File: config.mk
export PLATFORM = sky130hd
export DESIGN_NAME = fifo_queue_with_promote_min_unit
export DESIGN_NICKNAME = d
export VERILOG_FILES = /design/src/rtl/core/fqpm_pkg.sv /design/src/rtl/core/fqpm_ram.sv /design/src/rtl/core/fqpm_datapath.sv /design/src/rtl/core/fqpm_ctrl.sv /design/src/rtl/core/fifo_queue_with_promote_min_unit.sv
export SDC_FILE = /design/constraint.sdc
export NUM_CORES = 1
export LEC_CHECK = 0
export BUFFER_PORTS_ARGS = -buffer_cell sky130_fd_sc_hd__buf_2
export CORE_MARGIN = 2
export CORE_UTILIZATION = 56
export CTS_BUF_LIST = sky130_fd_sc_hd__clkbuf_16
export DETAILED_ROUTE_END_ITERATION = 10
export GPL_TIMING_DRIVEN = 1
export HOLD_SLACK_MARGIN = 0.12
export PLACE_DENSITY = 0.75
export SYNTH_ARGS = -nofsm -noshare
export SYNTH_HDL_FRONTEND = slang
export SYNTH_SLANG_ARGS = --single-unit
File: constraint.sdc
create_clock -name clk -period 5.55 [get_ports clk]
set_input_delay 0.8325 -clock clk [delete_from_list [all_inputs] [get_ports clk]]
set_output_delay 0.8325 -clock clk [all_outputs]
set_load 0.01 [all_outputs]
File: src/rtl/core/fqpm_pkg.sv
// Shared types, codes and sizes for the FIFO queue with promote-minimum.
package fqpm_pkg;

	// Queue geometry and derived widths.
	localparam int QUEUE_DEPTH = 16;
	localparam int IDX_W       = (QUEUE_DEPTH > 1) ? $clog2(QUEUE_DEPTH) : 1;
	localparam int CNT_W       = $clog2(QUEUE_DEPTH + 1);
	localparam int DATA_W      = 32;
	localparam int OCC_W       = 5;

	// Operation codes carried by a request.
	typedef enum logic [1:0] {
		FUNC_ENQ     = 2'd0,
		FUNC_DEQ     = 2'd1,
		FUNC_LIST    = 2'd2,
		FUNC_PROMOTE = 2'd3
	} func_t;

	// Result status codes.
	typedef enum logic [1:0] {
		ST_OK    = 2'd0,
		ST_EMPTY = 2'd1,
		ST_FULL  = 2'd2
	} status_t;

	// How the walk index moves on the next cycle.
	typedef enum logic [2:0] {
		IDX_HOLD   = 3'd0,
		IDX_ZERO   = 3'd1,
		IDX_INC    = 3'd2,
		IDX_DEC    = 3'd3,
		IDX_MINPOS = 3'd4
	} idx_op_t;

	// Commands from the controller to the datapath.
	typedef struct packed {
		logic    latch;
		logic    emit;
		status_t emit_status;
		logic    emit_list;
		logic    emit_last;
		logic    enq;
		logic    deq;
		idx_op_t idx_op;
		logic    scan;
		logic    shift_wr;
		logic    place_wr;
	} cmd_t;

	// Status from the datapath to the controller.
	typedef struct packed {
		func_t func;
		logic  empty;
		logic  full;
		logic  out_free;
		logic  idx_last;
		logic  idx_zero;
		logic  minpos_zero;
	} sts_t;

endpackage

File: src/rtl/core/fqpm_ram.sv
// Generic single-write, single-read RAM with registered read data.
module fqpm_ram #(
	parameter int WIDTH = 32,
	parameter int DEPTH = 16
) (
	input  logic                                    clk,
	input  logic                                    we,
	input  logic [((DEPTH > 1) ? $clog2(DEPTH) : 1)-1:0] waddr,
	input  logic [WIDTH-1:0]                        wdata,
	input  logic [((DEPTH > 1) ? $clog2(DEPTH) : 1)-1:0] raddr,
	output logic [WIDTH-1:0]                        rdata
);

	logic [WIDTH-1:0] mem_q [DEPTH];

	// Write port and registered read port.
	always_ff @(posedge clk) begin
		if (we) begin
			mem_q[waddr] <= wdata;
		end
		rdata <= mem_q[raddr];
	end

endmodule

File: src/rtl/core/fqpm_datapath.sv
// Datapath: slot storage, head and count, walk index, minimum search and result register.
module fqpm_datapath (
	input  logic                          clk,
	input  logic                          arst_n,
	input  fqpm_pkg::cmd_t                cmd,
	output fqpm_pkg::sts_t                sts,
	input  logic [1:0]                    func,
	input  logic signed [31:0]            item_value,
	output logic                          out_valid,
	input  logic                          out_ready,
	output logic [1:0]                    status,
	output logic signed [31:0]            out_value,
	output logic                          last_result,
	output logic [4:0]                    occupancy
);

	import fqpm_pkg::*;

	// Circular add of two slot offsets, result below the depth.
	function automatic logic [IDX_W-1:0] wrap_add(input logic [IDX_W-1:0] a,
						      input logic [IDX_W-1:0] b);
		logic [IDX_W:0] s;
		s = {1'b0, a} + {1'b0, b};
		if (s >= (IDX_W+1)'(QUEUE_DEPTH)) begin
			s = s - (IDX_W+1)'(QUEUE_DEPTH);
		end
		return s[IDX_W-1:0];
	endfunction

	logic [1:0]        func_q;
	logic [DATA_W-1:0] value_q;
	logic [IDX_W-1:0]  head_q;
	logic [CNT_W-1:0]  count_q;
	logic [CNT_W-1:0]  count_d;
	logic [IDX_W-1:0]  idx_q;
	logic [IDX_W-1:0]  idx_d;
	logic [DATA_W-1:0] min_q;
	logic [IDX_W-1:0]  pos_q;
	logic [DATA_W-1:0] new_min;
	logic [IDX_W-1:0]  new_pos;
	logic [DATA_W-1:0] rd_data;
	logic [IDX_W-1:0]  rd_addr;
	logic              wr_en;
	logic [IDX_W-1:0]  wr_addr;
	logic [DATA_W-1:0] wr_data;
	logic              out_valid_q;
	logic [1:0]        status_q;
	logic [DATA_W-1:0] out_value_q;
	logic              last_q;
	logic [OCC_W-1:0]  occ_q;
	logic              out_free;

	// Slot storage.
	fqpm_ram #(
		.WIDTH (DATA_W),
		.DEPTH (QUEUE_DEPTH)
	) u_slots (
		.clk   (clk),
		.we    (wr_en),
		.waddr (wr_addr),
		.wdata (wr_data),
		.raddr (rd_addr),
		.rdata (rd_data)
	);

	// Latched request.
	always_ff @(posedge clk) begin
		if (cmd.latch) begin
			func_q  <= func;
			value_q <= item_value;
		end
	end

	// Next walk index; the read address follows it so the read data lines up with the registered index.
	always_comb begin
		case (cmd.idx_op)
			IDX_HOLD:   idx_d = idx_q;
			IDX_ZERO:   idx_d = '0;
			IDX_INC:    idx_d = idx_q + 1'b1;
			IDX_DEC:    idx_d = idx_q - 1'b1;
			IDX_MINPOS: idx_d = new_pos - 1'b1;
			default:    idx_d = idx_q;
		endcase
	end

	assign rd_addr = wrap_add(head_q, idx_d);

	// Running minimum; the first smallest value wins on ties.
	always_comb begin
		new_min = min_q;
		new_pos = pos_q;
		if (idx_q == '0) begin
			new_min = rd_data;
			new_pos = '0;
		end else if ($signed(rd_data) < $signed(min_q)) begin
			new_min = rd_data;
			new_pos = idx_q;
		end
	end

	always_ff @(posedge clk) begin
		if (cmd.scan) begin
			min_q <= new_min;
			pos_q <= new_pos;
		end
	end

	// Single write port: append, shift one entry towards the tail, or place the minimum.
	always_comb begin
		wr_en   = 1'b0;
		wr_addr = head_q;
		wr_data = min_q;
		if (cmd.enq) begin
			wr_en   = 1'b1;
			wr_addr = wrap_add(head_q, count_q[IDX_W-1:0]);
			wr_data = value_q;
		end else if (cmd.shift_wr) begin
			wr_en   = 1'b1;
			wr_addr = wrap_add(head_q, idx_q + 1'b1);
			wr_data = rd_data;
		end else if (cmd.place_wr) begin
			wr_en   = 1'b1;
			wr_addr = head_q;
			wr_data = min_q;
		end
	end

	// Occupancy after the current operation.
	always_comb begin
		count_d = count_q;
		if (cmd.enq) begin
			count_d = count_q + 1'b1;
		end else if (cmd.deq) begin
			count_d = count_q - 1'b1;
		end
	end

	// Head, count and walk index.
	always_ff @(posedge clk or negedge arst_n) begin
		if (!arst_n) begin
			head_q  <= '0;
			count_q <= '0;
			idx_q   <= '0;
		end else begin
			count_q <= count_d;
			idx_q   <= idx_d;
			if (cmd.deq) begin
				head_q <= wrap_add(head_q, IDX_W'(1));
			end
		end
	end

	// Result register: it takes a new result whenever the old one leaves or is absent.
	assign out_free = !out_valid_q || out_ready;

	always_ff @(posedge clk or negedge arst_n) begin
		if (!arst_n) begin
			out_valid_q <= 1'b0;
		end else if (cmd.emit) begin
			out_valid_q <= 1'b1;
		end else if (out_ready) begin
			out_valid_q <= 1'b0;
		end
	end

	always_ff @(posedge clk) begin
		if (cmd.emit) begin
			status_q    <= cmd.emit_status;
			out_value_q <= cmd.emit_list ? rd_data : '0;
			last_q      <= cmd.emit_last;
			occ_q       <= OCC_W'(count_d);
		end
	end

	assign out_valid   = out_valid_q;
	assign status      = status_q;
	assign out_value   = out_value_q;
	assign last_result = last_q;
	assign occupancy   = occ_q;

	// Status towards the controller.
	assign sts.func        = func_t'(func_q);
	assign sts.empty       = (count_q == '0);
	assign sts.full        = (count_q == CNT_W'(QUEUE_DEPTH));
	assign sts.out_free    = out_free;
	assign sts.idx_last    = ((CNT_W'(idx_q) + 1'b1) == count_q);
	assign sts.idx_zero    = (idx_q == '0);
	assign sts.minpos_zero = (new_pos == '0);

endmodule

File: src/rtl/core/fqpm_ctrl.sv
// Controller: sequences each request through the datapath.
module fqpm_ctrl (
	input  logic           clk,
	input  logic           arst_n,
	input  logic           in_valid,
	output logic           in_ready,
	input  fqpm_pkg::sts_t sts,
	output fqpm_pkg::cmd_t cmd
);

	import fqpm_pkg::*;

	typedef enum logic [6:0] {
		S_IDLE  = 7'b0000001,
		S_EXEC  = 7'b0000010,
		S_LIST  = 7'b0000100,
		S_SCAN  = 7'b0001000,
		S_SHIFT = 7'b0010000,
		S_PLACE = 7'b0100000,
		S_RESP  = 7'b1000000
	} state_t;

	state_t state_q;
	state_t state_d;

	// Next state and commands.
	always_comb begin
		state_d         = state_q;
		in_ready        = 1'b0;
		cmd             = '0;
		cmd.emit_status = ST_OK;
		cmd.emit_last   = 1'b1;
		cmd.idx_op      = IDX_HOLD;
		case (state_q)
			S_IDLE: begin
				in_ready = 1'b1;
				if (in_valid) begin
					cmd.latch = 1'b1;
					state_d   = S_EXEC;
				end
			end
			S_EXEC: begin
				case (sts.func)
					FUNC_ENQ: begin
						if (sts.out_free) begin
							cmd.emit        = 1'b1;
							cmd.emit_status = sts.full ? ST_FULL : ST_OK;
							cmd.enq         = !sts.full;
							state_d         = S_IDLE;
						end
					end
					FUNC_DEQ: begin
						if (sts.out_free) begin
							cmd.emit        = 1'b1;
							cmd.emit_status = sts.empty ? ST_EMPTY : ST_OK;
							cmd.deq         = !sts.empty;
							state_d         = S_IDLE;
						end
					end
					FUNC_LIST, FUNC_PROMOTE: begin
						if (sts.empty) begin
							if (sts.out_free) begin
								cmd.emit        = 1'b1;
								cmd.emit_status = ST_EMPTY;
								state_d         = S_IDLE;
							end
						end else begin
							cmd.idx_op = IDX_ZERO;
							state_d    = (sts.func == FUNC_LIST) ? S_LIST : S_SCAN;
						end
					end
					default: state_d = S_IDLE;
				endcase
			end
			// One entry per cycle while the result register keeps draining.
			S_LIST: begin
				if (sts.out_free) begin
					cmd.emit      = 1'b1;
					cmd.emit_list = 1'b1;
					cmd.emit_last = sts.idx_last;
					if (sts.idx_last) begin
						state_d = S_IDLE;
					end else begin
						cmd.idx_op = IDX_INC;
					end
				end
			end
			// Walk every entry to find the first smallest one.
			S_SCAN: begin
				cmd.scan = 1'b1;
				if (sts.idx_last) begin
					if (sts.minpos_zero) begin
						state_d = S_RESP;
					end else begin
						cmd.idx_op = IDX_MINPOS;
						state_d    = S_SHIFT;
					end
				end else begin
					cmd.idx_op = IDX_INC;
				end
			end
			// Move the entries ahead of the minimum one place towards the tail.
			S_SHIFT: begin
				cmd.shift_wr = 1'b1;
				if (sts.idx_zero) begin
					state_d = S_PLACE;
				end else begin
					cmd.idx_op = IDX_DEC;
				end
			end
			S_PLACE: begin
				cmd.place_wr = 1'b1;
				state_d      = S_RESP;
			end
			S_RESP: begin
				if (sts.out_free) begin
					cmd.emit = 1'b1;
					state_d  = S_IDLE;
				end
			end
			default: state_d = S_IDLE;
		endcase
	end

	always_ff @(posedge clk or negedge arst_n) begin
		if (!arst_n) begin
			state_q <= S_IDLE;
		end else begin
			state_q <= state_d;
		end
	end

endmodule

File: src/rtl/core/fifo_queue_with_promote_min_unit.sv
// Bounded FIFO of signed 32-bit values with enqueue, dequeue, list and promote-minimum.
// The unit takes one request at a time and holds QUEUE_DEPTH entries in a RAM with one
// write port and one registered read port. A request is accepted in the idle cycle and
// executed from the next; a list gives one result per entry, one result per cycle while
// the result side keeps up. Promote-minimum scans all N entries, one per RAM read;
// unless the minimum is already the head, each of the P entries ahead of it, P being
// its distance from the head, is moved by one read and one write, and the minimum is
// then placed at the head. Every request ends with one result marked as last, and any
// cycle that would emit a result waits while the previous result is still held by the
// consumer. The result register lets a new request be accepted while the previous
// result still waits.
module fifo_queue_with_promote_min_unit (
	input  logic               clk,
	input  logic               arst_n,
	input  logic               in_valid,
	output logic               in_ready,
	input  logic [1:0]         func,
	input  logic signed [31:0] item_value,
	output logic               out_valid,
	input  logic               out_ready,
	output logic [1:0]         status,
	output logic signed [31:0] out_value,
	output logic               last_result,
	output logic [4:0]         occupancy
);

	import fqpm_pkg::*;

	cmd_t cmd;
	sts_t sts;

	fqpm_ctrl u_ctrl (
		.clk      (clk),
		.arst_n   (arst_n),
		.in_valid (in_valid),
		.in_ready (in_ready),
		.sts      (sts),
		.cmd      (cmd)
	);

	fqpm_datapath u_dp (
		.clk         (clk),
		.arst_n      (arst_n),
		.cmd         (cmd),
		.sts         (sts),
		.func        (func),
		.item_value  (item_value),
		.out_valid   (out_valid),
		.out_ready   (out_ready),
		.status      (status),
		.out_value   (out_value),
		.last_result (last_result),
		.occupancy   (occupancy)
	);

endmodule

# After elaboration in Yosys (flattened, before gate mapping)
# Memories as Yosys holds them, arrays and structs flattened. A register that Yosys moved wholly into a read port is not among the register bits.
# Cells that the tools add are included.
[classes]
n_eq_ne = 21
mux = 63
n_lt_le_gt_ge = 5
reduce_logical = 16
add_sub_neg = 14
[ops]
columns = ["op", "count"]
rows = [
  ["$mux 32", 4],
  ["$mux 7", 8],
  ["$pmux 7 s7", 1],
  ["$mux 4", 9],
  ["$lt 32x32->1", 1],
  ["$mux 3", 8],
  ["$sub 4x1->4 const B", 6],
  ["$ge 5x5->1 const B", 4],
  ["$mux 1", 20],
  ["$pmux 4 s4", 1],
  ["$add 4x4->5", 3],
  ["$pmux 7 s2", 1],
  ["$mux 2", 6],
  ["$pmux 3 s4", 1],
  ["$add 4x1->5 const B", 2],
  ["$mux 5", 2],
  ["$pmux 3 s3", 1],
  ["$logic_not 4->1", 2],
  ["$eq 7x1->1 const B", 1],
  ["$eq 7x2->1 const B", 1],
  ["$eq 7x3->1 const B", 1],
  ["$eq 7x4->1 const B", 1],
  ["$eq 7x5->1 const B", 1],
  ["$eq 7x6->1 const B", 1],
  ["other kinds (22)", 33],
]
[word_totals]
register_bits = 131
output_inout_bits = 42
wordCells = 133
inputBits = 38
mem_count = 1
ramBits = 512
[memory_table]
columns = ["memory", "depth", "width", "read_ports", "rd_clocked_by_memory_dff", "wr", "line_no", "rtl"]
rows = [
  ["u_dp.u_slots.mem_q", 16, 32, 1, 1, 1, "fqpm_ram.sv:14", "logic [WIDTH-1:0] mem_q [DEPTH];"],
]

# Depth between registers and ports, before layout
# Gate-level depths: netlist of run 1.
[logic_depth]
depth_word = 12
mapped_depth = 27
ltp_nobuf = 24

# Modules after synthesis
# From an unflattened synthesis of run 1, not the netlist that was laid out.
[hier_totals]
cells_unflattened = 1473
area_unflattened_um2 = 26995.9
[modules_own_cells]
columns = ["mod", "area_each_um2", "n_inst", "cells_each"]
rows = [
  ["fqpm_ram", 19835.3, 1, 838],
  ["fqpm_datapath", 6527.5, 1, 557],
  ["fqpm_ctrl", 633.1, 1, 78],
]

# Worst setup path before layout of run 1
# OpenSTA, ideal clock, no wires.
[synth_path]
kind = "reg2reg"
from = "register u_dp.min_q[31]"
to = "register u_dp.u_slots.rdata[10] (read register of u_dp.u_slots.mem_q)"
required_ps = 5408
path_buffers = 3
stages_incl_launch_ff = 27
arrival_time_ps = 5084
setup_ps = 142
slack_ps = 325
cell_sequence = "edfxtp_1 -> inv_1 -> ha_1 -> buf_6 -> nand4_4 -> nor4_4 -> nand2_2 -> a21oi_4 -> o22ai_4 -> o21a_1 -> o22ai_2 -> nand2_1 -> mux2i_1 -> ha_1 -> o21ai_0 -> ha_1 -> a21o_1 -> a21oi_1 -> xor2_1 -> nor2_1 -> mux2i_1 -> o41ai_1 -> nor4_1 -> buf_4 -> buf_12 -> mux2i_1 -> mux2i_1"
[synth_between]
elab_chain_cells = 12
[synth_lines]
columns = ["element", "line_no", "rtl"]
rows = [
  ["from (decl)", "fqpm_datapath.sv:37", "logic [DATA_W-1:0] min_q;"],
  ["from (signal assigned)", "fqpm_datapath.sv:103", "min_q <= new_min;"],
  ["$lt 32x32->1 *", "fqpm_datapath.sv:95", "end else if ($signed(rd_data) < $signed(min_q)) begin"],
  ["$mux 4 *", "fqpm_datapath.sv:95", ""],
  ["$mux 4 *", "fqpm_datapath.sv:92", "if (idx_q == '0) begin"],
  ["$logic_not 4->1", "fqpm_datapath.sv:188", "assign sts.minpos_zero = (new_pos == '0);"],
  ["$mux 3", "fqpm_ctrl.sv:92", "if (sts.minpos_zero) begin"],
  ["$mux 3", "fqpm_ctrl.sv:91", "if (sts.idx_last) begin"],
  ["$pmux 3 s4", "fqpm_ctrl.sv:34", "case (state_q)"],
  ["$eq 3x3->1 (tied with other cells)", "fqpm_datapath.sv:76", "case (cmd.idx_op)"],
  ["$pmux 4 s4 *", "fqpm_datapath.sv:76", ""],
  ["net u_dp.idx_d[1]", "fqpm_datapath.sv:36", "logic [IDX_W-1:0] idx_d;"],
  ["$add 4x4->5 *", "fqpm_datapath.sv:23", "s = {1'b0, a} + {1'b0, b};"],
  ["$sub 4x1->4 / $ge 5x5->1 (equally long branches)", "fqpm_datapath.sv:25, fqpm_datapath.sv:24", ""],
  ["$mux 4 *", "fqpm_datapath.sv:24", "if (s >= (IDX_W+1)'(QUEUE_DEPTH)) begin"],
  ["to (decl)", "fqpm_ram.sv:11", "output logic [WIDTH-1:0] rdata"],
]
# Mark *: on every way through the listed nets, which the timed path passes. The rest lies on a longest branch.
# A chain may end at the register's enable or synchronous reset.

# Final worst setup path of run 1
[layout_path]
from = "register u_dp.u_slots.rdata[12] (read register of u_dp.u_slots.mem_q)"
to = "register u_dp.u_slots.rdata[22] (read register of u_dp.u_slots.mem_q)"
[layout_between]
elab_chain_cells = 12
[layout_lines]
columns = ["element", "line_no"]
rows = [
  ["$lt 32x32->1 *", "fqpm_datapath.sv:95"],
  ["$mux 4 *", "fqpm_datapath.sv:95"],
  ["$mux 4 *", "fqpm_datapath.sv:92"],
  ["$logic_not 4->1", "fqpm_datapath.sv:188"],
  ["$mux 3", "fqpm_ctrl.sv:92"],
  ["$mux 3", "fqpm_ctrl.sv:91"],
  ["$pmux 3 s4", "fqpm_ctrl.sv:34"],
  ["$eq 3x3->1 (tied with other cells)", "fqpm_datapath.sv:76"],
  ["$pmux 4 s4 *", "fqpm_datapath.sv:76"],
  ["net u_dp.idx_d[1]", "fqpm_datapath.sv:36"],
  ["$add 4x4->5 *", "fqpm_datapath.sv:23"],
  ["$sub 4x1->4 / $ge 5x5->1 (equally long branches)", "fqpm_datapath.sv:25, fqpm_datapath.sv:24"],
  ["$mux 4 *", "fqpm_datapath.sv:24"],
]
# Marked as above.

==> reports/summary.txt, run 1 <==
status - completed
die area - 50600 sq um
max cap viols - 0
Synth top area share - 0.683
Worst-path clk slew - 0.06 ns
CTS Hold Bufs - 0
vias per cell - 6.18
width of the die - 225 um
Sw Share - 0.318
P&R area growth vs syn - 17.4%
EDFF count, synth - 622
Seq/Total Area, Yosys - 0.726
combinational power share - 0.402
worst slew pin tran - 1.01 ns
RSZ-0062 raised after global routing - true
pwr/cell area - 560 nW/um^2
Pint - 0.0123 W
clock sinks - 675
vias in the first global route - 14600
FF+latch count, synth - 675
Tmin final - 5.44 ns
Worst R2R Path Depth - 25
Yosys warning count - 0
largest net degree at the start of global routing - 52
Nets - 1743
mapped cell area - 27300 sq um
Port-buffer cells - 79
GRT overflow - 0
most common cell after layout, fill and taps aside - edfxtp_1
syn_area_per_cell - 18.7 sq um
R2R setup slack - 0.11 ns
leading area contributor after synthesis - edfxtp_1
share of cells above drive strength 1 - 0.297
Starting Density - 0.570
critical path class - flip-flop to flip-flop
drt drc - 0
CTS tree - done
Worst Setup Start Kind - flip-flop
Final ANT Viol Nets - 0
crit path to - u_dp.u_slots.rdata[22]
leakage power - 11.0 nW
aggregate global-route resource usage - 0.249
crit-path max FO - 13
Post-DP HPWL - 35200 um
CTS max path bufs - 3
pre-CTS setup slack - -0.749 ns
most frequent cells in the layout - edfxtp_1 (622), mux2i_1 (134), mux4_2 (128), buf_4 (81), buf_2 (79)
CTS H-tree depth - 3
average wire per standard cell - 26.6 um
syn_nets - 1546
total wire length - 61800 um
setup total negative slack - 0 ns
Final Slew Violations - 0
antenna violations before repair - 0
CTS root buffer - clkbuf_16
NetSw - 0.00571 W
peak supply drop - 0.510 mV
worst skew pair latency - 0.61 ns
critical path required time - 6.02 ns
Synth area leaders - edfxtp_1 (68%), mux4_2 (11%), mux2i_1 (4.9%)
GPL Wtd Cong - 0.888
Hold Vio Cnt, Final - 0
FMAX - 0.184 GHz
final worst slack - 0.106 ns
reg2reg start - u_dp.u_slots.rdata[12]
total power - 0.0180 W
Die Ht - 225 um
ys async rst share - 0.0311
num ports - 80
diode count - 0
drt pass-1 iters - 7
Top FF cell, synth - edfxtp_1
CTS Buf Count - 68
Mapped Cells - 1459
number of distinct library cells after synthesis - 73
# rows - 80
origin of the worst setup path - u_dp.u_slots.rdata[12]
DRT iter0 DRCs - 1496
fin crit share - 0.981
worst hold-check path type - input pin to async pin
crit end category - flip-flop
WP data arrival - 5.92 ns
Clk pwr share - 0.250
first-pass GRT wire length - 91600 um
Final Setup Violations - 0
Core Region - 47900 sq um
via count - 14400
hold_ws - 0.206 ns
reg2reg end - u_dp.u_slots.rdata[22]
Seq pwr share - 0.348
Slew headroom - 0.324
Final Skew - 0.0183 ns
==> cells in the mapped netlist, drive strengths merged, types with 4 or more instances <==
| cell type | instances |
|---|---|
| nor3b | 4 |
| nor2 | 52 |
| xnor2 | 11 |
| nand4b | 5 |
| clkbuf | 48 |
| nand2b | 5 |
| a21oi | 25 |
| and2 | 37 |
| nor3 | 14 |
| nand2 | 77 |
| edfxtp | 622 |
| dfrtp | 20 |
| o21ai | 49 |
| ha | 46 |
| or2 | 4 |
| nor4 | 6 |
| dfxtp | 32 |
| xor2 | 9 |
| a21o | 4 |
| mux2i | 135 |
| nand3 | 5 |
| nand4 | 4 |
| mux4 | 128 |
| inv | 47 |
| buf | 14 |
==> worst max-delay path: stages (launching register included) <==
cell and delay, ns:
dfxtp_1 0.45, ha_1 0.29, nand2_2 0.12, nor4_4 0.05
buf_4 0.14, a221oi_4 0.44, a21oi_4 0.14, o22ai_4 0.23
and3_4 0.24, o22ai_4 0.08, nand2_2 0.12, mux2i_1 0.23
ha_2 0.31, o21ai_2 0.14, ha_1 0.24, a21o_1 0.19
a21oi_4 0.19, xor2_2 0.19, nor2_1 0.06, mux2i_1 0.18
o41ai_2 0.11, nor4_2 0.38, buf_6 0.24, buf_12 0.18
mux2i_1 0.25, mux2i_1 0.14
==> cell families (layout without fill, tap and decap cells) <==
kind of cell             Yosys count  in the layout  synth area share
adder cells (fa/ha/maj)           49             49            0.0232
multiplexers                     265            265             0.156
AND/OR/NAND/NOR                  224            224            0.0411
flip-flops                       675            675             0.726
AO/OA/AOI/OAI                    117            117            0.0285
XOR/XNOR                          20             20           0.00668
buffers and inverters            109            360            0.0191
==> state kept, by name, summed over array words and instances (netlist names) <==
register / flops
u_dp.func_q: 2
u_dp.u_slots.rdata: 32
u_dp.head_q: 4
u_dp.u_slots.mem_q: 512
u_dp.value_q: 32
u_dp.idx_q: 4
u_dp.out_value: 32
u_dp.out_valid: 1
u_ctrl.state_q: 7
u_dp.count_q: 5
u_dp.last_result: 1
u_dp.occupancy: 5
u_dp.pos_q: 4
u_dp.min_q: 32
u_dp.status: 2
==> routing by layer <==
metal	up-vias	GRT usage	part of all wire
met5	-	0	0
li1	6195	-	-
met1	7429	0.343	0.40
met2	606	0.404	0.50
met3	136	0.0411	0.070
met4	0	0.0942	0.035
==> stage by stage <==
stage / std cells / cell area, sq um / utilization
after detailed placement: 2185 / 29400 / 0.613
after global placement: 2185 / 29400 / 0.613
after CTS: 2313 / 31700 / 0.661
after global routing: 2325 / 32100 / 0.670
final: 2325 / 32100 / 0.670
after floorplan: 1459 / 27300 / -
==> power groups by stage <==
stage                     clock network (W)  logic [W]  registers [W]
after floorplan                           0    0.00505        0.00623
after global placement                    0    0.00665        0.00632
after detailed placement                  0    0.00681        0.00633
after CTS                           0.00458    0.00702        0.00623
after global routing                0.00476    0.00774        0.00628
final                               0.00450    0.00723        0.00626
==> how the worst min path moves through the flow <==
stage,startpoint,to,cells after the start
after floorplan,u_dp.u_slots.rdata[0],u_dp.min_q[0],0
after global placement,u_dp.u_slots.rdata[4],u_dp.min_q[4],0
after detailed placement,u_dp.u_slots.rdata[19],u_dp.min_q[19],0
after CTS,arst_n,u_ctrl.state_q[2],1
after global routing,arst_n,u_ctrl.state_q[2],1
final,arst_n,u_ctrl.state_q[2],1
==> what timing repair did <==
action | in CTS | in global routing
hold endpoints to repair | 0 | 0
cloned | 1 | 0
endpoints found under the setup margin | 32 | 32
gates resized for setup | 11 | 57
pin swaps | 5 | 29
buffers inserted | 3 | 15
==> area by class of cell <==
class,instances,area [sq um]
clock buffers,72,1800
clock inverters,52,412
fillers,2981,15800
inverters,47,176
multi-input cells,675,7540
flip-flops and latches,675,19800
well taps,615,769
repair buffers,189,1570
Power figures use the tool's default switching activity.
==> run 2, diff against run 1 <==
Settings changed: REMOVE_ABC_BUFFERS from default to 1.
==> run 2 against run 1 <==
  * Fmax is 0.81% lower
  * Critical path type unchanged
  * Power is 1.2% higher
  * Sequential cell count stayed put
  * Cell count is 0.99% lower
  * Sequential power hardly changed
  * Largest cell class unchanged
  * Global-route usage is 0.067 points lower
  * Routed wire length is 1.0% higher
  * Combinational power is 0.7% higher
  * Utilization is 0.54 points lower
  * Die area stayed put
==> reports/summary.txt, run 2 (same netlist as run 1, synthesis figures left out) <==
status - completed
via count - 14300
drt drc - 0
Nets - 1719
most common cell after layout, fill and taps aside - edfxtp_1
num ports - 80
CTS tree - done
antenna violations before repair - 1
CTS root buffer - clkbuf_16
die area - 50600 sq um
CTS max path bufs - 3
fin crit share - 0.989
DRT iter0 DRCs - 1594
clock sinks - 675
total power - 0.0182 W
dpl cell area - 29200 sq um
worst slew pin tran - 1.03 ns
worst hold-check path type - input pin to async pin
max reg flops - 512
Port-buffer cells - 79
CTS Buf Count - 69
width of the die - 225 um
Final ANT Viol Nets - 0
Post-DP HPWL - 34100 um
diode count - 0
GPL Wtd Cong - 0.849
Core Region - 47900 sq um
Layout Utilization - 0.664
Top reg by flops - u_dp.u_slots.mem_q
WP data arrival - 5.97 ns
dpl cells - 2164
share of cells above drive strength 1 - 0.272
Slew headroom - 0.311
peak supply drop - 0.423 mV
max cap viols - 0
Die Ht - 225 um
Tmin final - 5.49 ns
first-pass GRT wire length - 91000 um
Final Skew - 0.0255 ns
FMAX - 0.182 GHz
pwr/cell area - 572 nW/um^2
drt pass-1 iters - 7
Final Slew Violations - 0
Layout Cells excl Fill - 2302
critical path class - flip-flop to flip-flop
CTS Hold Bufs - 0
slowest cell delay on critical path - 0.40 ns
Final Setup Violations - 0
crit-path max FO - 10
Hold Vio Cnt, Final - 0
most frequent cells in the layout - edfxtp_1 (622), mux2i_1 (132), mux4_2 (128), buf_2 (79), clkbuf_16 (76)
CTS H-tree depth - 3
average wire per standard cell - 27.1 um
vias in the first global route - 14500
Most common cell on crit path - mux2i_1
GRT overflow - 0
vias per cell - 6.19
Worst-path clk slew - 0.07 ns
largest net degree at the start of global routing - 44
Worst Setup Start Kind - flip-flop
Starting Density - 0.570
critical path required time - 6.03 ns
crit end category - flip-flop
CP max stage cell - edfxtp_1
final instance area - 31900 sq um
P&R area growth vs syn - 16.5%
# rows - 80
aggregate global-route resource usage - 0.248
worst skew pair latency - 0.61 ns
total wire length - 62400 um
leakage power - 10.9 nW
-- run 2: cell types whose count changed in the layout (fill, tap and decap cells not counted), sizes merged --
cell / previous run / this run
buf: 189 / 159
bufinv: 6 / 9
clkbuf: 72 / 76
clkinv: 28 / 27
clkinvlp: 2 / 0
inv: 63 / 66
-- run 2: final timing paths --
kind	slack, ns	startpoint	cells after the start	end
max	0.06	u_dp.min_q[11]	27	u_dp.u_slots.rdata[18]
min	0.20	arst_n	1	u_dp.head_q[3]
min reg2reg	0.50	u_dp.u_slots.rdata[7]	0	u_dp.min_q[7]
max reg2reg	0.06	u_dp.min_q[11]	27	u_dp.u_slots.rdata[18]
min in group clk	0.39	item_value[3]	1	u_dp.value_q[3]
max in group asynchronous	4.98	arst_n	1	u_dp.count_q[3]
-- run 2: area by class of cell --
type                            instances  area (sq um)
Clock buffer                           71          1780
Inverter                               47           176
Tap cell                              615           769
Clock inverter                         55           510
Multi-Input combinational cell        675          7330
Fill cell                            3026         16100
Timing Repair Buffer                  164          1450
Sequential cell                       675         19800
-- run 2: repair_timing --
action	4_1_cts	5_1_grt
endpoints found under the setup margin	32	32
setup buffers	1	4
pin swaps	2	19
gates cloned	0	8
resized for setup	1	34
-- run 2: worst max-delay path, delay by kind of cell, from the launching register on --
family | cells | cell delay [ns]
compound gates | 10 | 1.71
buf+inv | 5 | 0.81
fa+ha+maj | 3 | 0.80
mux | 4 | 0.73
simple gates | 4 | 0.67
flops | 1 | 0.40
xor+xnor | 1 | 0.22
-- run 2: metal layers --
layer,GRT usage,share of wire
met5,0,0
met4,0.0684,0.025
met3,0.0447,0.075
met2,0.407,0.50
met1,0.347,0.40
-- run 2: power by group --
group / internal (W) / leakage, nW / switching [W]
clock network: 0.00276 / 1.19 / 0.00192
registers: 0.00596 / 6.19 / 0.000302
logic: 0.00370 / 3.52 / 0.00357
-- run 2: through the flow --
stage                     hold WS, ns  worst slack [ns]  TNS (ns)
after global placement          0.470             0.112         0
after global routing            0.241            -0.106     -1.57
after CTS                       0.204           0.00483         0
after floorplan                 0.445            -10.75  -1313.40
after detailed placement        0.478           -0.0313    -0.167
final                           0.203            0.0620         0
==> run 3, diff against run 2 <==
Settings changed: CORE_UTILIZATION 56 to 40, PLACE_DENSITY 0.75 to 0.56.
==> run 3 against run 2 <==
  * Routed wire length grew 4.6%
  * First-iteration DRC count shrank 23%
  * Power is 0.15% lower
  * Clock skew grew 0.0080 ns
  * Fmax grew 4.3%
  * Cell count up 13%
  * Clock power rose by 3%
  * Cell area is 1.3% higher
  * Die area is 39% higher
  * Sequential share of layout area is 0.79 points lower
  * Sequential power barely moved
  * Worst hold slack lost 0.0074 ns
==> reports/summary.txt, run 3 (same netlist as run 1, synthesis figures left out) <==
top sig layer - met4
hold_ws - 0.195 ns
average wire per standard cell - 25.2 um
critical path class - flip-flop to flip-flop
Final Setup Violations - 0
total power - 0.0182 W
worst skew pair latency - 0.63 ns
dpl cell area - 29700 sq um
FMAX - 0.190 GHz
CTS H-tree depth - 3
GPL Wtd Cong - 0.791
Worst-path clk slew - 0.06 ns
DRT iter0 DRCs - 1220
pwr/cell area - 563 nW/um^2
Final Skew - 0.0335 ns
# rows - 95
R2R setup slack - 0.29 ns
WP data arrival - 5.74 ns
Sw Share - 0.317
CTS Hold Bufs - 0
CTS max path bufs - 3
aggregate global-route resource usage - 0.189
critical path required time - 6.03 ns
drt pass-1 iters - 5
metal1 wirelength - 29400 um
worst hold-check path type - input pin to async pin
total wire length - 65300 um
max cap viols - 0
num ports - 80
status - completed
met2 WL - 31600 um
drt drc - 0
antenna violations before repair - 1
met3 wire len - 3270 um
largest net degree at the start of global routing - 54
final instance area - 32300 sq um
first-pass GRT wire length - 97000 um
crit end category - flip-flop
worst slew pin tran - 0.970 ns
Worst Setup Start Kind - flip-flop
Starting Density - 0.406
vias per cell - 5.41
CTS Buf Count - 74
Final ANT Viol Nets - 0
vias in the first global route - 14500
fin crit share - 0.948
Clk pwr share - 0.264
leakage power - 11.0 nW
Port-buffer cells - 79
width of the die - 265 um
CTS tree - done
Pint - 0.0124 W
diode count - 0
Hold Vio Cnt, Final - 0
P&R area growth vs syn - 18.0%
GRT overflow - 0
Seq pwr share - 0.343
Nets - 1745
clock sinks - 675
crit-path max FO - 13
max reg flops - 512
Die Ht - 265 um
die area - 70500 sq um
NetSw - 0.00577 W
share of cells above drive strength 1 - 0.281
CTS root buffer - clkbuf_16
peak supply drop - 0.487 mV
Layout fillers - 5586
combinational power share - 0.393
Slew headroom - 0.349
Top reg by flops - u_dp.u_slots.mem_q
Final Slew Violations - 0
most common cell after layout, fill and taps aside - edfxtp_1
via count - 14000
most frequent cells in the layout - edfxtp_1 (622), mux2i_1 (133), mux4_2 (128), buf_4 (84), buf_2 (79)
Tmin final - 5.26 ns
Core Region - 67400 sq um
Post-DP HPWL - 36200 um
## run 3: per-layer routing
metal / up-vias / track usage
met3: 76 / 0.0336
met5: - / 0
met1: 7364 / 0.266
li1: 6212 / -
met2: 356 / 0.306
met4: 0 / 0.0458
## run 3: final timing paths
check                                          to  cells past startpoint                   from
setup / recovery           u_dp.u_slots.rdata[25]                     27          u_dp.min_q[9]
hold / removal                      u_dp.idx_q[1]                      1                 arst_n
setup reg to reg           u_dp.u_slots.rdata[25]                     27          u_dp.min_q[9]
hold reg to reg                     u_dp.min_q[6]                      0  u_dp.u_slots.rdata[6]
max in group asynchronous       u_ctrl.state_q[2]                      1                 arst_n
min in group clk                  u_dp.value_q[1]                      1          item_value[1]
## run 3: final cells by class
type | count | area, sq um | area share
Clock inverter | 60 | 504 | 0.0156
Inverter | 47 | 176 | 0.00547
Sequential cell | 675 | 19800 | 0.615
Clock buffer | 75 | 1880 | 0.0582
Multi-Input combinational cell | 675 | 7300 | 0.226
Tap cell | 873 | 1090 | 0.0339
Timing Repair Buffer | 185 | 1470 | 0.0454
## run 3: worst max-delay path, cell delays in order, from the launching register on
cell and delay (ns):
edfxtp_1 0.35, inv_1 0.07, ha_4 0.28, nand2_2 0.07, nor4_2 0.27, buf_4 0.18
o311ai_4 0.13, a21oi_4 0.27, o22ai_4 0.13, o21a_1 0.19, o22ai_2 0.19, buf_4 0.15
a21boi_0 0.07, buf_4 0.17, a32oi_1 0.21, o21ai_2 0.09, ha_1 0.29, a21o_1 0.19
a21oi_2 0.18, xor2_1 0.23, nor2_1 0.06, mux2i_1 0.15, o41ai_1 0.12, nor4_2 0.26
buf_4 0.21, buf_12 0.18, mux2i_2 0.27, mux2i_2 0.13
## run 3: stage by stage
step | TNS, ns | utilization | setup slack (ns) | std cells
after global routing | -0.0974 | 0.479 | -0.0279 | 2590
after floorplan | -1313.40 | - | -10.75 | 1397
after global placement | -9.95 | 0.441 | -0.417 | 2453
final | 0 | 0.479 | 0.290 | 2590
after detailed placement | -12.49 | 0.441 | -0.459 | 2453
after CTS | 0 | 0.477 | 0.0134 | 2588
## run 3: what timing repair did
action,in CTS,in global routing
resized for setup,7,17
pin swaps,1,8
setup buffers,0,2
setup endpoints to repair,32,32
## run 3: power groups by stage
| stage | logic [W] | clock network [W] | registers [W] |
|---|---|---|---|
| 6_report | 0.00715 | 0.00480 | 0.00623 |
| 5_1_grt | 0.00773 | 0.00510 | 0.00627 |
| 4_1_cts | 0.00721 | 0.00491 | 0.00623 |
| 3_5_place_dp | 0.00715 | 0 | 0.00633 |
| 3_3_place_gp | 0.00706 | 0 | 0.00633 |
| 2_1_floorplan | 0.00423 | 0 | 0.00624 |
